--- src/sv/u8s_pkg.sv ---
// ----------------------------------------------------------------------------
// u8s_pkg
// Shared types and constants for the UTF-8 sanitizer.
// ----------------------------------------------------------------------------
package u8s_pkg;

  // Request codes on req_type.
  localparam logic REQ_TEXT = 1'b0;
  localparam logic REQ_END  = 1'b1;

  // Bytes of the replacement character U+FFFD.
  localparam logic [7:0] REPL_B0 = 8'hEF;
  localparam logic [7:0] REPL_B1 = 8'hBF;
  localparam logic [7:0] REPL_B2 = 8'hBD;

  // Job queue between the decoder and the byte emitter.
  localparam int QDEPTH = 4;
  localparam int QPTR_W = 2;

  // One job: repl_cnt replacements, then raw_cnt raw bytes, then an
  // optional terminating zero.
  typedef struct packed {
    logic [2:0]      repl_cnt;
    logic [2:0]      raw_cnt;
    logic [3:0][7:0] raw;
    logic            term;
  } job_t;

endpackage

--- src/sv/u8s_front.sv ---
// ----------------------------------------------------------------------------
// u8s_front
// Accepts text and end requests, tracks the open sequence and pushes a job
// for the emitter on each transaction that has bytes to emit.
// ----------------------------------------------------------------------------
module u8s_front (
  input  logic          clk,
  input  logic          rst,
  input  logic          req_valid,
  output logic          req_stall,
  input  logic          req_type,
  input  logic [7:0]    data_byte,
  input  logic          q_full,
  output logic          push,
  output u8s_pkg::job_t job
);
  import u8s_pkg::*;

  logic [7:0] held_bytes [3];
  logic [1:0] held_count, held_count_next;
  logic [2:0] seq_len, seq_len_next;
  logic       accept;
  logic       is_ascii, is_lead, fits, fresh;
  logic       st_lead, st_cont;
  logic [2:0] lead_len;

  assign req_stall = q_full;
  assign accept    = req_valid && !q_full;

  always_comb begin
    is_ascii = data_byte < 8'h80;
    is_lead  = (data_byte >= 8'hC2) && (data_byte <= 8'hF4);
    if (data_byte <= 8'hDF) begin
      lead_len = 3'd2;
    end else if (data_byte <= 8'hEF) begin
      lead_len = 3'd3;
    end else begin
      lead_len = 3'd4;
    end

    // The second byte of some sequences has a narrower range.
    fits = (data_byte >= 8'h80) && (data_byte <= 8'hBF);
    if (held_count == 2'd1) begin
      case (held_bytes[0])
        8'hE0:   if (data_byte < 8'hA0) fits = 1'b0;
        8'hED:   if (data_byte > 8'h9F) fits = 1'b0;
        8'hF0:   if (data_byte < 8'h90) fits = 1'b0;
        8'hF4:   if (data_byte > 8'h8F) fits = 1'b0;
        default: ;
      endcase
    end

    job             = '0;
    held_count_next = held_count;
    seq_len_next    = seq_len;
    st_lead         = 1'b0;
    st_cont         = 1'b0;
    fresh           = 1'b0;

    if (req_type == REQ_END) begin
      job.repl_cnt    = {1'b0, held_count};
      job.term        = 1'b1;
      held_count_next = 2'd0;
      seq_len_next    = 3'd0;
    end else if (held_count == 2'd0) begin
      fresh = 1'b1;
    end else if (fits) begin
      if (({1'b0, held_count} + 3'd1) >= seq_len) begin
        for (int i = 0; i < 3; i++) begin
          job.raw[i] = (i < int'(held_count)) ? held_bytes[i] : data_byte;
        end
        job.raw[3]      = data_byte;
        job.raw_cnt     = {1'b0, held_count} + 3'd1;
        held_count_next = 2'd0;
        seq_len_next    = 3'd0;
      end else begin
        st_cont         = 1'b1;
        held_count_next = held_count + 2'd1;
      end
    end else begin
      // Broken sequence: every held byte is replaced, then the byte is
      // decoded as if nothing were held.
      job.repl_cnt    = {1'b0, held_count};
      held_count_next = 2'd0;
      seq_len_next    = 3'd0;
      fresh           = 1'b1;
    end

    if (fresh) begin
      if (is_ascii) begin
        job.raw[0]  = data_byte;
        job.raw_cnt = 3'd1;
      end else if (is_lead) begin
        st_lead         = 1'b1;
        held_count_next = 2'd1;
        seq_len_next    = lead_len;
      end else begin
        job.repl_cnt = job.repl_cnt + 3'd1;
      end
    end

    push = accept && ((job.repl_cnt != 3'd0) || (job.raw_cnt != 3'd0) || job.term);
  end

  always_ff @(posedge clk) begin
    if (rst) begin
      held_count <= 2'd0;
      seq_len    <= 3'd0;
    end else if (accept) begin
      held_count <= held_count_next;
      seq_len    <= seq_len_next;
    end
  end

  always_ff @(posedge clk) begin
    if (accept && st_lead) begin
      held_bytes[0] <= data_byte;
    end
    if (accept && st_cont) begin
      held_bytes[held_count] <= data_byte;
    end
  end

endmodule

--- src/sv/u8s_fifo.sv ---
// ----------------------------------------------------------------------------
// u8s_fifo
// Short job queue that lets the decoder and the emitter stall separately.
// ----------------------------------------------------------------------------
module u8s_fifo (
  input  logic          clk,
  input  logic          rst,
  input  logic          push,
  input  u8s_pkg::job_t wr_job,
  input  logic          pop,
  output logic          full,
  output logic          empty,
  output u8s_pkg::job_t head
);
  import u8s_pkg::*;

  job_t              mem [QDEPTH];
  logic [QPTR_W-1:0] wr_ptr, rd_ptr;
  logic [QPTR_W:0]   count;

  assign full  = count == (QPTR_W + 1)'(QDEPTH);
  assign empty = count == '0;
  assign head  = mem[rd_ptr];

  always_ff @(posedge clk) begin
    if (push) begin
      mem[wr_ptr] <= wr_job;
    end
  end

  always_ff @(posedge clk) begin
    if (rst) begin
      wr_ptr <= '0;
      rd_ptr <= '0;
      count  <= '0;
    end else begin
      if (push) begin
        wr_ptr <= wr_ptr + 1'b1;
      end
      if (pop) begin
        rd_ptr <= rd_ptr + 1'b1;
      end
      case ({push, pop})
        2'b10:   count <= count + 1'b1;
        2'b01:   count <= count - 1'b1;
        default: ;
      endcase
    end
  end

endmodule

--- src/sv/u8s_back.sv ---
// ----------------------------------------------------------------------------
// u8s_back
// Expands queued jobs into output bytes, one per cycle while rsp_stall does not
// hold it, into a registered output stage.
// ----------------------------------------------------------------------------
module u8s_back (
  input  logic          clk,
  input  logic          rst,
  input  logic          q_empty,
  input  u8s_pkg::job_t q_head,
  output logic          pop,
  output logic          rsp_valid,
  input  logic          rsp_stall,
  output logic [7:0]    out_byte,
  output logic          run_last,
  output logic          text_done
);
  import u8s_pkg::*;

  logic            busy;
  logic [2:0]      rep_left;
  logic [1:0]      sub;
  logic [2:0]      raw_pos;
  logic [2:0]      raw_cnt;
  logic [3:0][7:0] raw;
  logic            term;

  logic       out_free, emit, is_last, cur_done;
  logic [7:0] cur_byte;

  always_comb begin
    out_free = !rsp_valid || !rsp_stall;
    emit     = busy && out_free;
    cur_done = 1'b0;
    if (rep_left != 3'd0) begin
      case (sub)
        2'd0:    cur_byte = REPL_B0;
        2'd1:    cur_byte = REPL_B1;
        default: cur_byte = REPL_B2;
      endcase
      is_last = (rep_left == 3'd1) && (sub == 2'd2) && (raw_cnt == 3'd0) && !term;
    end else if (raw_pos < raw_cnt) begin
      cur_byte = raw[raw_pos[1:0]];
      is_last  = ((raw_pos + 3'd1) == raw_cnt) && !term;
    end else begin
      cur_byte = 8'h00;
      cur_done = 1'b1;
      is_last  = 1'b1;
    end
    pop = !q_empty && (!busy || (emit && is_last));
  end

  always_ff @(posedge clk) begin
    if (rst) begin
      busy      <= 1'b0;
      rsp_valid <= 1'b0;
    end else begin
      if (out_free) begin
        rsp_valid <= busy;
      end
      if (pop) begin
        busy <= 1'b1;
      end else if (emit && is_last) begin
        busy <= 1'b0;
      end
    end
  end

  always_ff @(posedge clk) begin
    if (pop) begin
      rep_left <= q_head.repl_cnt;
      sub      <= 2'd0;
      raw_pos  <= 3'd0;
      raw_cnt  <= q_head.raw_cnt;
      raw      <= q_head.raw;
      term     <= q_head.term;
    end else if (emit) begin
      if (rep_left != 3'd0) begin
        if (sub == 2'd2) begin
          sub      <= 2'd0;
          rep_left <= rep_left - 3'd1;
        end else begin
          sub <= sub + 2'd1;
        end
      end else if (raw_pos < raw_cnt) begin
        raw_pos <= raw_pos + 3'd1;
      end
    end
    if (emit) begin
      out_byte  <= cur_byte;
      run_last  <= is_last;
      text_done <= cur_done;
    end
  end

endmodule

--- src/sv/utf8_sanitizer_unit.sv ---
// A transaction's job passes the job queue and the emitter's registers into the
// registered output stage. Throughput: one byte out per cycle while rsp_stall
// does not hold the output, so one input byte per cycle for valid text; a job
// of up to twelve bytes holds the emitter until expanded, and the four-entry
// job queue stalls the input once it fills. Reset clears the decode state, the
// job queue and the output stage; nothing else needs a clearing pass.
// ----------------------------------------------------------------------------
// utf8_sanitizer_unit
// Streaming UTF-8 validator that replaces malformed input with U+FFFD.
// ----------------------------------------------------------------------------
module utf8_sanitizer_unit (
  input  logic       clk,
  input  logic       rst,
  input  logic       req_valid,
  output logic       req_stall,
  input  logic       req_type,
  input  logic [7:0] data_byte,
  output logic       rsp_valid,
  input  logic       rsp_stall,
  output logic [7:0] out_byte,
  output logic       run_last,
  output logic       text_done
);
  import u8s_pkg::*;

  job_t push_job, head_job;
  logic push, pop, q_full, q_empty;

  u8s_front u_front (
    .clk       (clk),
    .rst       (rst),
    .req_valid (req_valid),
    .req_stall (req_stall),
    .req_type  (req_type),
    .data_byte (data_byte),
    .q_full    (q_full),
    .push      (push),
    .job       (push_job)
  );

  u8s_fifo u_fifo (
    .clk    (clk),
    .rst    (rst),
    .push   (push),
    .wr_job (push_job),
    .pop    (pop),
    .full   (q_full),
    .empty  (q_empty),
    .head   (head_job)
  );

  u8s_back u_back (
    .clk       (clk),
    .rst       (rst),
    .q_empty   (q_empty),
    .q_head    (head_job),
    .pop       (pop),
    .rsp_valid (rsp_valid),
    .rsp_stall (rsp_stall),
    .out_byte  (out_byte),
    .run_last  (run_last),
    .text_done (text_done)
  );

  // The terminator is a zero byte and always closes its transaction.
  assert property (@(posedge clk) disable iff (rst)
    rsp_valid && text_done |-> (out_byte == 8'h00) && run_last)
    else $error("terminator is not a final zero byte");

  // The front stalls on a full queue, so it never pushes into one.
  assert property (@(posedge clk) disable iff (rst) !(push && q_full))
    else $error("job queue overflow");

  // Nothing is popped from an empty queue.
  assert property (@(posedge clk) disable iff (rst) !(pop && q_empty))
    else $error("job queue underflow");

  // Right after reset the output stage is empty.
  assert property (@(posedge clk) $past(rst) |-> !rsp_valid)
    else $error("output valid after reset");

endmodule
--- config.mk ---
export PLATFORM = sky130hd
export DESIGN_NAME = utf8_sanitizer_unit
export DESIGN_NICKNAME = d
export VERILOG_FILES = /design/src/sv/u8s_pkg.sv /design/src/sv/u8s_front.sv /design/src/sv/u8s_fifo.sv /design/src/sv/u8s_back.sv /design/src/sv/utf8_sanitizer_unit.sv
export SDC_FILE = /design/constraint.sdc
export NUM_CORES = 1
export LEC_CHECK = 0
export ABC_AREA = 1
export ABC_CLOCK_PERIOD_IN_PS = 7900
export BUFFER_PORTS_ARGS = -buffer_cell sky130_fd_sc_hd__buf_4
export CORE_MARGIN = 1
export CORE_UTILIZATION = 25
export CTS_CLUSTER_SIZE = 10
export DETAILED_ROUTE_END_ITERATION = 6
export GPL_TIMING_DRIVEN = 0
export SLEW_MARGIN = 30
export SYNTH_ARGS = -nofsm -noshare
export SYNTH_HDL_FRONTEND = slang
export SYNTH_HIERARCHICAL = 1
export SYNTH_SLANG_ARGS = --single-unit
--- constraint.sdc ---
create_clock -name clk -period 7.9 [get_ports clk]
set_input_delay 1.975 -clock clk [delete_from_list [all_inputs] [get_ports clk]]
set_output_delay 1.975 -clock clk [all_outputs]
set_load 0.005 [all_outputs]
# Word level (Yosys, flattened, before mapping)

Memory sizes are Yosys's and may differ from the RTL's. A register that Yosys moved wholly into a read port is not among the register bits.
Cells that the tools add are included.

Output and inout bits: 12
Input port bits: 13
Bits in writable memories: 180
Register bits: 68
Memories: 2
Logic and storage cells: 175

Order comparisons: 17
Equal/unequal tests: 12
Multiplexer cells: 75
Reduce and logical (&&, ||, !) cells: 39
Add/sub/neg operators: 10
Bitwise gates (word level): 1

Memories:

| memory             | depth | bits a word | rd ports | clocked after memory_dff | write ports | line            | RTL |
|---|---|---|---|---|---|---|---|
| u_fifo.mem         | 4     | 39          | 1        | 1                        | 1           | u8s_fifo.sv:17  | `job_t mem [QDEPTH];` |
| u_front.held_bytes | 3     | 8           | 3        | 0                        | 1           | u8s_front.sv:19 | `logic [7:0] held_bytes [3];` |

Operator list:

| cell                                                            | number |
|---|---|
| 35-bit 2-to-1 mux                                               | 3 |
| 8-bit 2-to-1 mux                                                | 9 |
| 3-bit 2-to-1 mux                                                | 17 |
| 38-bit 2-to-1 mux                                               | 1 |
| 8-bit == test, second input constant                            | 4 |
| 8-bit less-or-equal comparator, second input constant           | 4 |
| 1-bit 2-to-1 mux                                                | 28 |
| 8-bit less-than comparator, second input constant               | 3 |
| 2-bit 2-to-1 mux                                                | 12 |
| 8-bit binary-select mux with 2-bit select                       | 1 |
| 8-bit >= comparator, second input constant                      | 2 |
| 8-bit > comparator, second input constant                       | 2 |
| 7-bit case mux with 2 select lines                              | 1 |
| 1-bit logical AND                                               | 13 |
| 2-bit nonzero test                                              | 5 |
| 3-bit by 1-bit adder with 3-bit output, second input constant   | 3 |
| 3-bit nonzero test                                              | 3 |
| 2-bit by 1-bit adder with 2-bit output, second input constant   | 4 |
| 8-bit OR reduction                                              | 1 |
| 2-bit by 1-bit == test with 1-bit output, second input constant | 3 |
| 1-bit zero test                                                 | 6 |
| 3-bit zero test                                                 | 2 |
| 6-bit 2-to-1 mux                                                | 1 |
| 3-bit case mux with 2 select lines                              | 1 |
| other kinds (17)                                                | 25 |

# Depth between registers and ports, before layout

Gate-level depths: netlist of run 1.

Depth in word-level cells: 18
Depth in mapped cells: 29
Mapped depth without buffers: 29

# Hierarchy

The synthesis of run 1 kept the hierarchy.

Modules (own cells, without submodules):

| module    | seq. area each (um2) | times used | area each (um2) | cells an instance |
|---|---|---|---|---|
| u8s_fifo  | 4864.7               | 1          | 6231.0          | 436 |
| u8s_back  | 1611.5               | 1          | 2409.8          | 205 |
| u8s_front | 820.8                | 1          | 2108.3          | 275 |

# Least setup slack after synthesis of run 1

No wires, ideal clock.

Path type: in2reg
Start point: in data_byte[7]
End point: mem u_fifo/mem[0][0] (netlist name) (enable)
Stages on the path: 20
Data required time: 7.506 ns
Library setup time: 0.394 ns
Arrival: 4.382 ns
Slack: 3.124 ns
Cells stage by stage: inv_2 -> o21ai_1 -> inv_1 -> nand2_1 -> nand2_1 -> o21ai_1 -> o21bai_4 -> nand2_2 -> nand2_1 -> nand2_1 -> inv_1 -> ha_1 -> inv_1 -> nand2_1 -> nand2_1 -> nand2_1 -> nor2_1 -> nor2_1 -> nand2_1 -> inv_1

Word-level cells in the longest chain between the ends: 18
Elaborated cells between the ends (all ways): 37
Classes of those cells: add/sub: 1; order compare: 9; mux: 20; reduce/logical: 7

Ends and longest elaborated chain:

| item                                                                  | line                      | RTL |
|---|---|---|
| from (decl)                                                           | utf8_sanitizer_unit.sv:17 | `input logic [7:0] data_byte,` |
| 8-bit >= comparator or 8-bit less-or-equal comparator (tied branches) | u8s_front.sv:42           | `fits = (data_byte >= 8'h80) && (data_byte <= 8'hBF);` |
| 1-bit logical AND                                                     | u8s_front.sv:42           |  |
| 1-bit 2-to-1 mux (on tied branches)                                   | -                         |  |
| 1-bit case mux with 4 select lines                                    | u8s_front.sv:44           | `case (held_bytes[0])` |
| 1-bit 2-to-1 mux                                                      | u8s_front.sv:43           | `if (held_count == 2'd1) begin` |
| 2-bit 2-to-1 mux                                                      | u8s_front.sv:67           | `end else if (fits) begin` |
| 38-bit 2-to-1 mux                                                     | u8s_front.sv:65           | `end else if (held_count == 2'd0) begin` |
| 3-bit 2-to-1 mux                                                      | u8s_front.sv:60           | `if (req_type == REQ_END) begin` |
| [... 2 more ...]                                                      | -                         |  |
| 3-bit 2-to-1 mux                                                      | u8s_front.sv:90           | `if (is_ascii) begin` |
| 6-bit 2-to-1 mux *                                                    | u8s_front.sv:89           | `if (fresh) begin` |
| 3-bit nonzero test                                                    | u8s_front.sv:102          | `push = accept && ((job.repl_cnt != 3'd0) \|\| (job.raw_cnt != 3'd0) \|\| job.term);` |
| 1-bit logical OR * (2 in series)                                      | u8s_front.sv:102          |  |
| 1-bit logical AND *                                                   | u8s_front.sv:102          |  |
| named net push                                                        | utf8_sanitizer_unit.sv:27 | `logic push, pop, q_full, q_empty;` |
| 1-bit 2-to-1 mux *                                                    | u8s_fifo.sv:26            | `if (push) begin` |
| 1-bit 2-to-1 mux (not written as such) *                              | u8s_fifo.sv:27            | `mem[wr_ptr] <= wr_job;` |
| to (decl)                                                             | u8s_fifo.sv:17            |  |

Mark *: on every way through the listed nets, which the timed path passes. The rest lies on a longest branch.

# Worst setup path after layout of run 1

Start point: in data_byte[7]
End point: reg u_fifo.count[2]

Word-level cells in the longest chain between the ends: 18
Elaborated cells between the ends (all ways): 39
Classes of those cells: add/sub: 1; order compare: 9; eq/ne: 2; mux: 19; reduce/logical: 8

Ends and longest elaborated chain:

| item                                                                      | line                      | RTL |
|---|---|---|
| 8-bit >= comparator or 8-bit less-or-equal comparator (tied branches)     | u8s_front.sv:42           |  |
| 1-bit logical AND                                                         | u8s_front.sv:42           |  |
| 1-bit 2-to-1 mux (on tied branches)                                       | -                         |  |
| 1-bit case mux with 4 select lines                                        | u8s_front.sv:44           |  |
| 1-bit 2-to-1 mux                                                          | u8s_front.sv:43           |  |
| 2-bit 2-to-1 mux                                                          | u8s_front.sv:67           |  |
| 38-bit 2-to-1 mux                                                         | u8s_front.sv:65           |  |
| 3-bit 2-to-1 mux                                                          | u8s_front.sv:60           |  |
| [... 2 more ...]                                                          | -                         |  |
| 3-bit 2-to-1 mux                                                          | u8s_front.sv:90           |  |
| 6-bit 2-to-1 mux *                                                        | u8s_front.sv:89           |  |
| 3-bit nonzero test                                                        | u8s_front.sv:102          |  |
| 1-bit logical OR * (2 in series)                                          | u8s_front.sv:102          |  |
| 1-bit logical AND *                                                       | u8s_front.sv:102          |  |
| named net push                                                            | utf8_sanitizer_unit.sv:27 |  |
| 2-bit by 1-bit == test with 1-bit output or 2-bit == test (tied branches) | u8s_fifo.sv:43            | `case ({push, pop})` |
| 3-bit case mux with 2 select lines or 2-bit nonzero test (tied branches)  | -                         |  |
| to (signal assigned)                                                      | u8s_fifo.sv:44            | `2'b10: count <= count + 1'b1;` |
| to (signal assigned)                                                      | u8s_fifo.sv:45            | `2'b01: count <= count - 1'b1;` |
| to (decl)                                                                 | u8s_fifo.sv:19            | `logic [QPTR_W:0] count;` |

Marks and branches as above.
A chain may end at the register's enable or synchronous reset.

==> impl_metrics.py, run 1 <==
metrics = {
    "outcome": {
        "outcome": "completed",
    },
    "floorplan": {
        "die_w_um": 209,
        "ios": 25,
        "rows": 75,
        "fp.dieH_um": 209,
        "coreArea_mm2": 0.0421,
        "dieArea_mm2": 0.0438,
        "initial_utilization_pct": 25.5,
    },
    "grt": {
        "gr-total-overflow": 0,
        "grt_pass1_vias": 6709,
        "antenna_found_initial": 1,
        "grt_max_degree": 43,
        "grt_pass1_wl_mm": 38.0,
        "groute.usage.overall_pct": 11.2,
    },
    "clock_network": {
        "post_cts_buffers": 0,
        "cts-buffers-inserted": 29,
        "cts_sinks": 250,
        "cts.htree.levels": 1,
        "clk_pin_slew_ns": 0.05,
        "ctsResizeCount": 0,
        "cts_tree": "built",
        "worstSkewPairLatency_ns": 0.54,
        "ctsLongestPathBuffers": 3,
        "holdBufCountCts": 0,
        "cts_root_buf": "clkbuf_16",
    },
    "critical_path": {
        "cpMaxStageDelayCell": "fa_1",
        "cp_slowest_stage_delay_ns": 0.38,
        "worstReg2RegEnd": "u_fifo/count[2]",
        "cp_max_fo": 8,
        "r2r_cells": 26,
        "path_delay_family": "simple AND/OR/NAND/NOR gates",
        "cp-end-kind": "register",
        "r2r_slack_ns": 3.57,
        "timing_worst_setup_path_type": "in2reg",
        "rr_startpoint": "u_front/held_count[1]",
        "critPathRequiredTime_ns": 8.33,
        "cp.arrival_ns": 5.06,
        "timing.critical_path.mode_cell": "nand2_1",
        "crit_buf_inv": 9,
        "critPathLaunchType": "input port",
    },
    "sta": {
        "skew_ns": 0.0138,
        "rsz0062_at_grt": "false",
        "maxSlewViolCount": 0,
        "setup_violations": 0,
        "finalSetupTns_ns": 0,
        "hold_violations": 0,
        "fin_crit_sh_pct": 58.6,
        "max_freq_mhz": 216,
        "relSlewSlack_pct": 47.0,
        "period_minus_slack_ns": 4.63,
        "tightest_slew_ns": 0.796,
    },
    "logic_synthesis": {
        "synth_cells": 916,
        "seq_area_frac_synth_pct": 67.9,
        "avgSynthCellArea_um2": 11.7,
        "ys.flop_type": "edfxtp_1",
        "postSynth.asyncResetShare_pct": 0,
        "netlist_area_mm2": 0.0107,
        "ys_ff_latch": 250,
        "synth_cell_types": 42,
        "synth_edf_count": 229,
        "syn_nets": 950,
        "yosys_warnings": 6,
    },
    "routing": {
        "route.detailed.drc": 0,
        "via_per_inst": 4.52,
        "detail-route-antenna-nets": 0,
        "wl_per_cell_um": 16.0,
        "drtIter0Drc": 666,
        "drt_wl_total_mm": 24.6,
        "vias": 6928,
        "dr.pass1.iters": 6,
    },
    "placed_design": {
        "port_buffers": 24,
        "dp.final_hpwl_mm": 16.6,
        "place_congestion": 0.775,
        "dp_cells": 1481,
    },
    "layout": {
        "stdcell_count": 1534,
        "drive_gt1_share_pct": 14.9,
        "insertedDiodeCount": 0,
        "syn_to_final_growth_pct": 16.3,
        "finalNetCount": 1007,
    },
    "power": {
        "power.density_mw_per_mm2": 325,
        "ir_drop_mv": 0.170,
        "power.leakage_nw": 4.54,
    },
    "worst_hold_path": {
        "min-delay-start": "u_fifo/rd_ptr[1]",
        "hold_path_class": "reg2reg",
        "hold-path-cell-count": 1,
        "min_to": "u_fifo/rd_ptr[1]",
    },
    "flow_run": {
        "drv_cap": 0,
    },
}
==> registers in the layout, indices dropped and copies added, names as in the netlist, named ones only <==
register	count
u_back/raw_pos	3
u_front/seq_len	3
u_back/raw_cnt	3
u_front/held_bytes	24
u_fifo/wr_ptr	2
u_back/term	1
u_back/rep_left	3
u_fifo/rd_ptr	2
u_back/out_byte	8
u_back/busy	1
u_fifo/mem	156
u_back/sub	2
u_front/held_count	2
u_back/rsp_valid	1
u_back/raw	32
u_back/text_done	1
u_back/run_last	1
u_fifo/count	3
==> worst max path at each step <==
| stage | from | to | cells past startpoint |
|---|---|---|---|
| global placement | data_byte[7] | u_fifo/mem[0][18] | 21 |
| detailed placement | data_byte[7] | u_fifo/count[2] | 29 |
| finish | data_byte[7] | u_fifo/count[2] | 29 |
| global route | data_byte[7] | u_fifo/count[2] | 29 |
| floorplan | data_byte[7] | u_fifo/mem[0][0] | 20 |
| CTS | data_byte[7] | u_fifo/count[2] | 29 |
==> final cells by class <==
cell class / count / area (um^2)
fillers: 4197 / 29600
clock buffers: 52 / 843
well taps: 539 / 674
plain buffers: 39 / 250
repair buffers: 26 / 220
multi-input cells: 544 / 2890
inverters: 83 / 322
flip-flops and latches: 250 / 7300
clock inverters: 1 / 8.76
==> power breakdown <==
part	internal (mW)	switching [mW]	leakage, nW
clock	0.712	0.484	0.406
sequential	1.76	0.0972	2.32
combinational	0.315	0.700	1.81
==> cells in the final DEF (no fill, tap or decap), types with 5 or more instances in the layout <==
| cell type | n |
|---|---|
| a211oi_1 | 9 |
| a21oi_1 | 28 |
| a31oi_1 | 7 |
| buf_2 | 14 |
| buf_4 | 28 |
| buf_6 | 8 |
| clkbuf_1 | 29 |
| clkbuf_16 | 30 |
| dfxtp_1 | 21 |
| edfxtp_1 | 229 |
| ha_1 | 20 |
| inv_1 | 63 |
| inv_2 | 14 |
| nand2_1 | 70 |
| nand2_2 | 10 |
| nand3_1 | 13 |
| nand3_2 | 6 |
| nand4_1 | 8 |
| nor2_1 | 168 |
| nor2_2 | 6 |
| o21ai_0 | 117 |
| o21ai_1 | 5 |
| o22ai_1 | 45 |
==> synth_stat cells (7+ instances only) <==
cell type	number	area (um^2)
a211oi_1	9	67.6
a21oi_1	28	140
a31oi_1	7	43.8
buf_2	14	70.1
buf_6	8	90.1
clkbuf_1	8	30.0
dfxtp_1	21	420
edfxtp_1	229	6880
ha_1	20	250
inv_1	67	251
inv_2	12	45.0
nand2_1	70	263
nand2_2	10	62.6
nand3_1	13	65.1
nand4_1	8	50.1
nor2_1	168	631
o21ai_0	117	586
o22ai_1	45	282
==> kinds of logic after synthesis <==
kind of cell,synth area share (%)
simple gates,12.5
flops,67.9
compound gates,11.6
buf+inv,5.27
fa+ha+maj,2.51
xor+xnor,0.163
other cells,0.0349
==> layer usage <==
metal	part of all wire, %	up-vias	GRT usage [%]
li1	-	3349	-
met1	46	3354	15.4
met2	46	191	18.4
met3	5.8	32	1.95
met4	1.5	2	2.28
met5	0.077	-	0
==> metrics by stage <==
step / instance area [um^2] / util (%) / power, mW / hold WS, ns / setup slack [ns]
after floorplan: 10700 / - / 2.52 / 0.412 / 3.12
after global placement: 11600 / 27.5 / 2.87 / 0.433 / 1.98
after detailed placement: 11600 / 27.6 / 2.89 / 0.432 / 2.71
after CTS: 12500 / 29.7 / 4.10 / 0.447 / 3.28
after global routing: 12500 / 29.7 / 4.27 / 0.469 / 2.89
final: 12500 / 29.7 / 4.07 / 0.449 / 3.27
Note: power is estimated with default switching activity, not from simulation.
==> run 2: changes to the inputs <==
--- a/config.mk
+++ b/config.mk
@@ -6,7 +6,7 @@
 export NUM_CORES = 1
 export LEC_CHECK = 0
 export ABC_AREA = 1
-export ABC_CLOCK_PERIOD_IN_PS = 7900
+export ABC_CLOCK_PERIOD_IN_PS = 4300
 export BUFFER_PORTS_ARGS = -buffer_cell sky130_fd_sc_hd__buf_4
 export CORE_MARGIN = 1
 export CORE_UTILIZATION = 25
==> constraint.sdc (replaced) <==
create_clock -name clk -period 4.3 [get_ports clk]
set_input_delay 1.075 -clock clk [delete_from_list [all_inputs] [get_ports clk]]
set_output_delay 1.075 -clock clk [all_outputs]
set_load 0.005 [all_outputs]
==> run 2 against run 1 <==
Clock-buffer cell count unchanged. Setup slack worse by 2.9 ns. Combinational power rose by 82%. Clock skew grew 0.0010 ns. Sequential cell count is the same. Hold slack barely moved. First-iteration DRC count fell by 0.75%. Non-clock buffer count did not move. Register-to-register slack got worse by 3.2 ns. Die area unchanged. Largest cell class unchanged. Highest routed layer unchanged.
==> impl_metrics.py, run 2 (synthesized netlist as in run 1, its figures left out) <==
metrics = {
    "outcome": {
        "outcome": "completed",
    },
    "power": {
        "totalPowerFinal_mw": 7.47,
        "p_sw_share_pct": 31.5,
        "power.density_mw_per_mm2": 597,
        "internal-power_mw": 5.11,
        "clock_power_share_pct": 29.5,
        "p_sw_mw": 2.35,
        "power_frac_comb_pct": 24.9,
        "ir_drop_mv": 0.312,
        "seqPwrFrac_pct": 45.6,
        "power.leakage_nw": 4.54,
    },
    "grt": {
        "grt_max_degree": 43,
        "grt_pass1_vias": 6709,
        "grt_pass1_wl_mm": 38.0,
        "gr-total-overflow": 0,
        "antenna_found_initial": 1,
        "groute.usage.overall_pct": 11.2,
    },
    "clock_network": {
        "ctsResizeCount": 1,
        "clk_pin_slew_ns": 0.05,
        "cts-buffers-inserted": 29,
        "cts_root_buf": "clkbuf_16",
        "cts.htree.levels": 1,
        "post_cts_buffers": 0,
        "worstSkewPairLatency_ns": 0.54,
        "ctsLongestPathBuffers": 3,
        "cts_tree": "built",
        "cts_sinks": 250,
        "holdBufCountCts": 0,
    },
    "sta": {
        "tightest_slew_ns": 0.797,
        "fin_crit_sh_pct": 91.1,
        "setup_slack_ns": 0.383,
        "period_minus_slack_ns": 3.92,
        "hold_violations": 0,
        "finalSetupTns_ns": 0,
        "max_freq_mhz": 255,
        "maxSlewViolCount": 0,
        "skew_ns": 0.0148,
        "setup_violations": 0,
        "relSlewSlack_pct": 46.9,
        "rsz0062_at_grt": "false",
    },
    "floorplan": {
        "rows": 75,
        "initial_utilization_pct": 25.5,
        "ios": 25,
        "die_w_um": 209,
        "coreArea_mm2": 0.0421,
        "fp.dieH_um": 209,
        "dieArea_mm2": 0.0438,
    },
    "routing": {
        "vias": 6941,
        "drtIter0Drc": 661,
        "route.detailed.drc": 0,
        "wl_per_cell_um": 16.0,
        "via_per_inst": 4.52,
        "dr.pass1.iters": 5,
        "detail-route-antenna-nets": 0,
        "drt_wl_total_mm": 24.5,
    },
    "critical_path": {
        "critPathLaunchType": "register",
        "cp_slowest_stage_delay_ns": 0.57,
        "cp_max_fo": 10,
        "cp.arrival_ns": 4.35,
        "timing.critical_path.mode_cell": "inv_1",
        "critPathRequiredTime_ns": 4.73,
        "cp-end-kind": "register",
        "cpMaxStageDelayCell": "dfxtp_1",
        "timing_worst_setup_path_type": "reg2reg",
    },
    "layout": {
        "layout_commonest_cell": "edfxtp_1",
        "finalNetCount": 1007,
        "fin_area_mm2": 0.0125,
        "syn_to_final_growth_pct": 16.3,
        "largest-register": "u_fifo/mem",
        "nFillCells": 4198,
        "reg_top3": "u_fifo/mem x156, u_back/raw x32, u_front/held_bytes x24",
        "fin_util_pct": 29.7,
        "largest_reg_flops": 156,
        "layout_common_cells": "edfxtp_1, nor2_1, o21ai_0",
        "insertedDiodeCount": 0,
        "drive_gt1_share_pct": 15.2,
    },
    "placed_design": {
        "dp_slack_ns": -0.00679,
        "placed_cell_area_mm2": 0.0116,
        "dp.final_hpwl_mm": 16.6,
        "port_buffers": 24,
        "place_congestion": 0.775,
    },
    "flow_run": {
        "drv_cap": 0,
    },
    "worst_hold_path": {
        "hold_path_class": "reg2reg",
    },
}
-- run 2: changes by cell type in the layout (fill, tap and decap cells not counted), sizes merged --
cell / previous run / this run
clkinv: 2 / 1
inv: 82 / 83
-- run 2: layout make-up --
| type | count | area, um^2 | share of cell area [%] |
|---|---|---|---|
| buffer | 39 | 251 | 2.01 |
| clock buffer | 52 | 843 | 6.74 |
| clock inverter | 1 | 8.76 | 0.0700 |
| inverter | 83 | 322 | 2.57 |
| multi-input combinational | 544 | 2890 | 23.1 |
| sequential | 250 | 7300 | 58.4 |
| tap | 539 | 674 | 5.39 |
| timing repair buffer | 26 | 220 | 1.76 |
-- run 2: critical path, delay by kind of cell (launching register included) --
family                   cells  cell delay (ns)
AO/OA/AOI/OAI                1             0.24
adder cells (fa/ha/maj)      4             1.25
buffers and inverters        6             0.62
flip-flops                   1             0.57
AND/OR/NAND/NOR             14             1.15
-- run 2: metal layers --
metal	vias to the layer above	GRT usage (%)	part of all wire [%]
met5	-	0	0.078
met4	2	2.28	1.6
met3	34	1.95	5.6
met2	207	18.4	46
met1	3347	15.4	47
li1	3351	-	-
-- run 2: power groups by stage --
stage               Combinational, mW  Clock, mW  Sequential, mW
floorplan                        1.26          0            3.37
global placement                 1.81          0            3.46
detailed placement               1.86          0            3.46
CTS                              1.87       2.25            3.41
global route                     2.07       2.34            3.44
finish                           1.86       2.20            3.41
-- run 2: worst paths after layout --
path | from | to | slack (ns) | depth (start not counted)
min reg2reg | u_fifo/rd_ptr[1] | u_fifo/rd_ptr[1] | 0.45 | 1
min | u_fifo/rd_ptr[1] | u_fifo/rd_ptr[1] | 0.45 | 1
max | u_front/held_count[0] | u_fifo/count[2] | 0.38 | 25
max reg2reg | u_front/held_count[0] | u_fifo/count[2] | 0.38 | 25
-- run 2: metrics by stage --
| step | cells | hold WS (ns) |
|---|---|---|
| 2_1_floorplan | 916 | 0.412 |
| 3_3_place_gp | 1479 | 0.433 |
| 3_5_place_dp | 1481 | 0.432 |
| 4_1_cts | 1534 | 0.447 |
| 5_1_grt | 1534 | 0.469 |
| 6_report | 1534 | 0.449 |
==> run 3: changes to the inputs <==
--- a/config.mk
+++ b/config.mk
@@ -16,5 +16,4 @@
 export SLEW_MARGIN = 30
 export SYNTH_ARGS = -nofsm -noshare
 export SYNTH_HDL_FRONTEND = slang
-export SYNTH_HIERARCHICAL = 1
 export SYNTH_SLANG_ARGS = --single-unit
==> run 3 against run 2 <==
Register-to-register slack gained 0.08 ns. Critical endpoint is now u_fifo.count[2]. Hold slack improved by 0.018 ns. First-iteration DRC count is 4.7% lower. Design area fell by 0.95%. Combinational power shrank 9.7%. Sequential share of layout area grew 0.56 points. The run now ends with design-rule violations left. Sequential power about the same. Cell count decreased by 2.1%. Highest routed layer is now met4. Setup slack gained 0.037 ns.
==> impl_metrics.py, run 3 <==
metrics = {
    "outcome": {
        "outcome": "complete, but fails checks",
        "violations": "design-rule violations",
    },
    "logic_synthesis": {
        "synth_cells": 888,
        "ys_ff_latch": 250,
        "yosys-top-cells-count": "edfxtp_1, nor2_1, o21ai_0",
        "synth_top_area_share_pct": 65.9,
        "netlist_area_mm2": 0.0104,
        "avgSynthCellArea_um2": 11.8,
        "synth_edf_count": 229,
        "yosys.area.top_type": "edfxtp_1",
        "synth.most_common_cell": "edfxtp_1",
        "seq_area_frac_synth_pct": 69.9,
        "synth_cell_types": 39,
        "synthTopCellsByArea": "edfxtp_1, nor2_1, o21ai_0",
        "ys.flop_type": "edfxtp_1",
        "postSynth.asyncResetShare_pct": 0,
        "yosys_warnings": 0,
    },
    "sta": {
        "period_minus_slack_ns": 3.88,
        "maxSlewViolCount": 0,
        "relSlewSlack_pct": 39.0,
        "hold_ws_ns": 0.467,
        "rsz0062_at_grt": "false",
        "max_freq_mhz": 258,
        "setup_slack_ns": 0.420,
        "tightest_slew_ns": 0.910,
        "setup_violations": 0,
        "skew_ns": 0.0196,
        "fin_crit_sh_pct": 90.2,
        "hold_violations": 0,
    },
    "routing": {
        "wl_per_cell_um": 16.4,
        "drtIter0Drc": 630,
        "vias": 6879,
        "dr.pass1.iters": 7,
        "via_per_inst": 4.58,
        "route.detailed.drc": 9,
        "detail-route-antenna-nets": 0,
        "drt_wl_total_mm": 24.6,
    },
    "grt": {
        "groute.usage.overall_pct": 11.7,
        "grt_pass1_wl_mm": 37.9,
        "grt_max_degree": 47,
        "antenna_found_initial": 0,
        "gr-total-overflow": 0,
        "grt_pass1_vias": 6719,
    },
    "placed_design": {
        "dp_slack_ns": -0.194,
        "place_congestion": 0.808,
        "dp.final_hpwl_mm": 17.2,
        "placed_cell_area_mm2": 0.0115,
        "port_buffers": 24,
        "dp_cells": 1455,
    },
    "layout": {
        "layout_commonest_cell": "edfxtp_1",
        "largest-register": "u_fifo.mem",
        "finalNetCount": 990,
        "largest_reg_flops": 156,
        "insertedDiodeCount": 0,
        "drive_gt1_share_pct": 10.5,
        "reg_top3": "u_fifo.mem x156, u_back.raw x32, u_front.held_bytes x24",
        "syn_to_final_growth_pct": 18.6,
        "stdcell_count": 1502,
        "layout_common_cells": "edfxtp_1, nor2_1, o21ai_0",
        "fin_area_mm2": 0.0124,
    },
    "clock_network": {
        "cts_tree": "built",
        "cts.htree.levels": 1,
        "cts-buffers-inserted": 29,
        "cts_root_buf": "clkbuf_16",
        "ctsLongestPathBuffers": 3,
        "worstSkewPairLatency_ns": 0.54,
        "clk_pin_slew_ns": 0.05,
        "cts_sinks": 250,
    },
    "critical_path": {
        "cp.arrival_ns": 4.29,
        "cpMaxStageDelayCell": "fa_1",
        "critPathRequiredTime_ns": 4.71,
        "cp_max_fo": 9,
        "path_delay_family": "simple AND/OR/NAND/NOR gates",
        "cp-end-kind": "register",
        "crit_buf_inv": 4,
        "cp_slowest_stage_delay_ns": 0.44,
        "timing_worst_setup_path_type": "in2reg",
        "critPathLaunchType": "input port",
    },
    "floorplan": {
        "fp.dieH_um": 206,
        "ios": 25,
        "die_w_um": 206,
        "coreArea_mm2": 0.0410,
        "dieArea_mm2": 0.0426,
        "rows": 74,
        "initial_utilization_pct": 25.4,
    },
    "power": {
        "ir_drop_mv": 0.248,
        "power.density_mw_per_mm2": 579,
        "totalPowerFinal_mw": 7.17,
        "power.leakage_nw": 4.29,
    },
    "worst_hold_path": {
        "hold_path_class": "reg2reg",
    },
    "flow_run": {
        "drv_cap": 0,
    },
}
## run 3: routing by layer
metal	wire length, um	up-vias	track usage [%]
met2	11100	230	18.5
met3	1790	30	2.08
met1	11300	3320	16.5
li1	-	3299	-
met4	376	0	2.44
met5	0	-	0
## run 3: layout make-up
type | instances | area (um^2)
well taps | 532 | 666
fillers | 4134 | 28600
multi-input cells | 535 | 2800
inverters | 64 | 244
clock buffers | 41 | 771
repair buffers | 36 | 418
plain buffers | 40 | 170
flip-flops and latches | 250 | 7300
clock inverters | 4 | 21.3
## run 3: cells by family after synthesis
| logic type | share of synthesized area, % |
|---|---|
| and+or+nand+nor | 11.2 |
| DFF | 69.9 |
| AOI/OAI and AO/OA | 12.2 |
| buffers and inverters | 3.85 |
| adders and majority gates | 2.59 |
| xor gates and xnor gates | 0.168 |
| other | 0.0359 |
## run 3: worst register-to-register path, stage by stage, from the launching register on
cell	delay, ns
dfxtp_1	0.49
clkinvlp_4	0.20
ha_1	0.36
ha_1	0.31
nand2_1	0.06
o21ai_0	0.07
a31oi_1	0.22
inv_1	0.11
nand2_1	0.11
nor2_4	0.08
nand2_1	0.11
nand3_1	0.09
nor2_2	0.16
nand2_4	0.09
nand2_4	0.14
ha_1	0.16
inv_1	0.07
fa_1	0.44
a21oi_1	0.15
o21ai_0	0.11
o21ai_0	0.15
a21oi_1	0.05
## run 3: power by group
part	switching (mW)	internal, mW	total (mW)
registers	0.158	3.22	3.38
clock network	0.893	1.22	2.12
logic	1.16	0.514	1.68
total	2.22	4.96	7.17
## run 3: repair_timing
action                                  CTS  global route
gates resized for setup                   1             9
endpoints found under the hold margin     0             0
buffers inserted                          0             4
hold buffers                              0             0
endpoints found under the setup margin    1             2
## run 3: final timing paths
check                                            from               to  slack (ns)  depth (start not counted)
worst max-delay path                     data_byte[7]  u_fifo.count[2]        0.42                         27
worst min-delay path                 u_fifo.rd_ptr[1]         register        0.47                          2
worst min register to register       u_fifo.rd_ptr[1]         register        0.47                          2
worst max register to register  u_front.held_count[1]  u_fifo.count[2]        0.46                         21
## run 3: metrics by stage
step                      util [%]  setup TNS (ns)
after floorplan                  -          -65.49
after global placement        27.5         -355.90
after detailed placement      28.1          -0.253
after CTS                     30.1               0
after global routing          30.2               0
final                         30.2               0
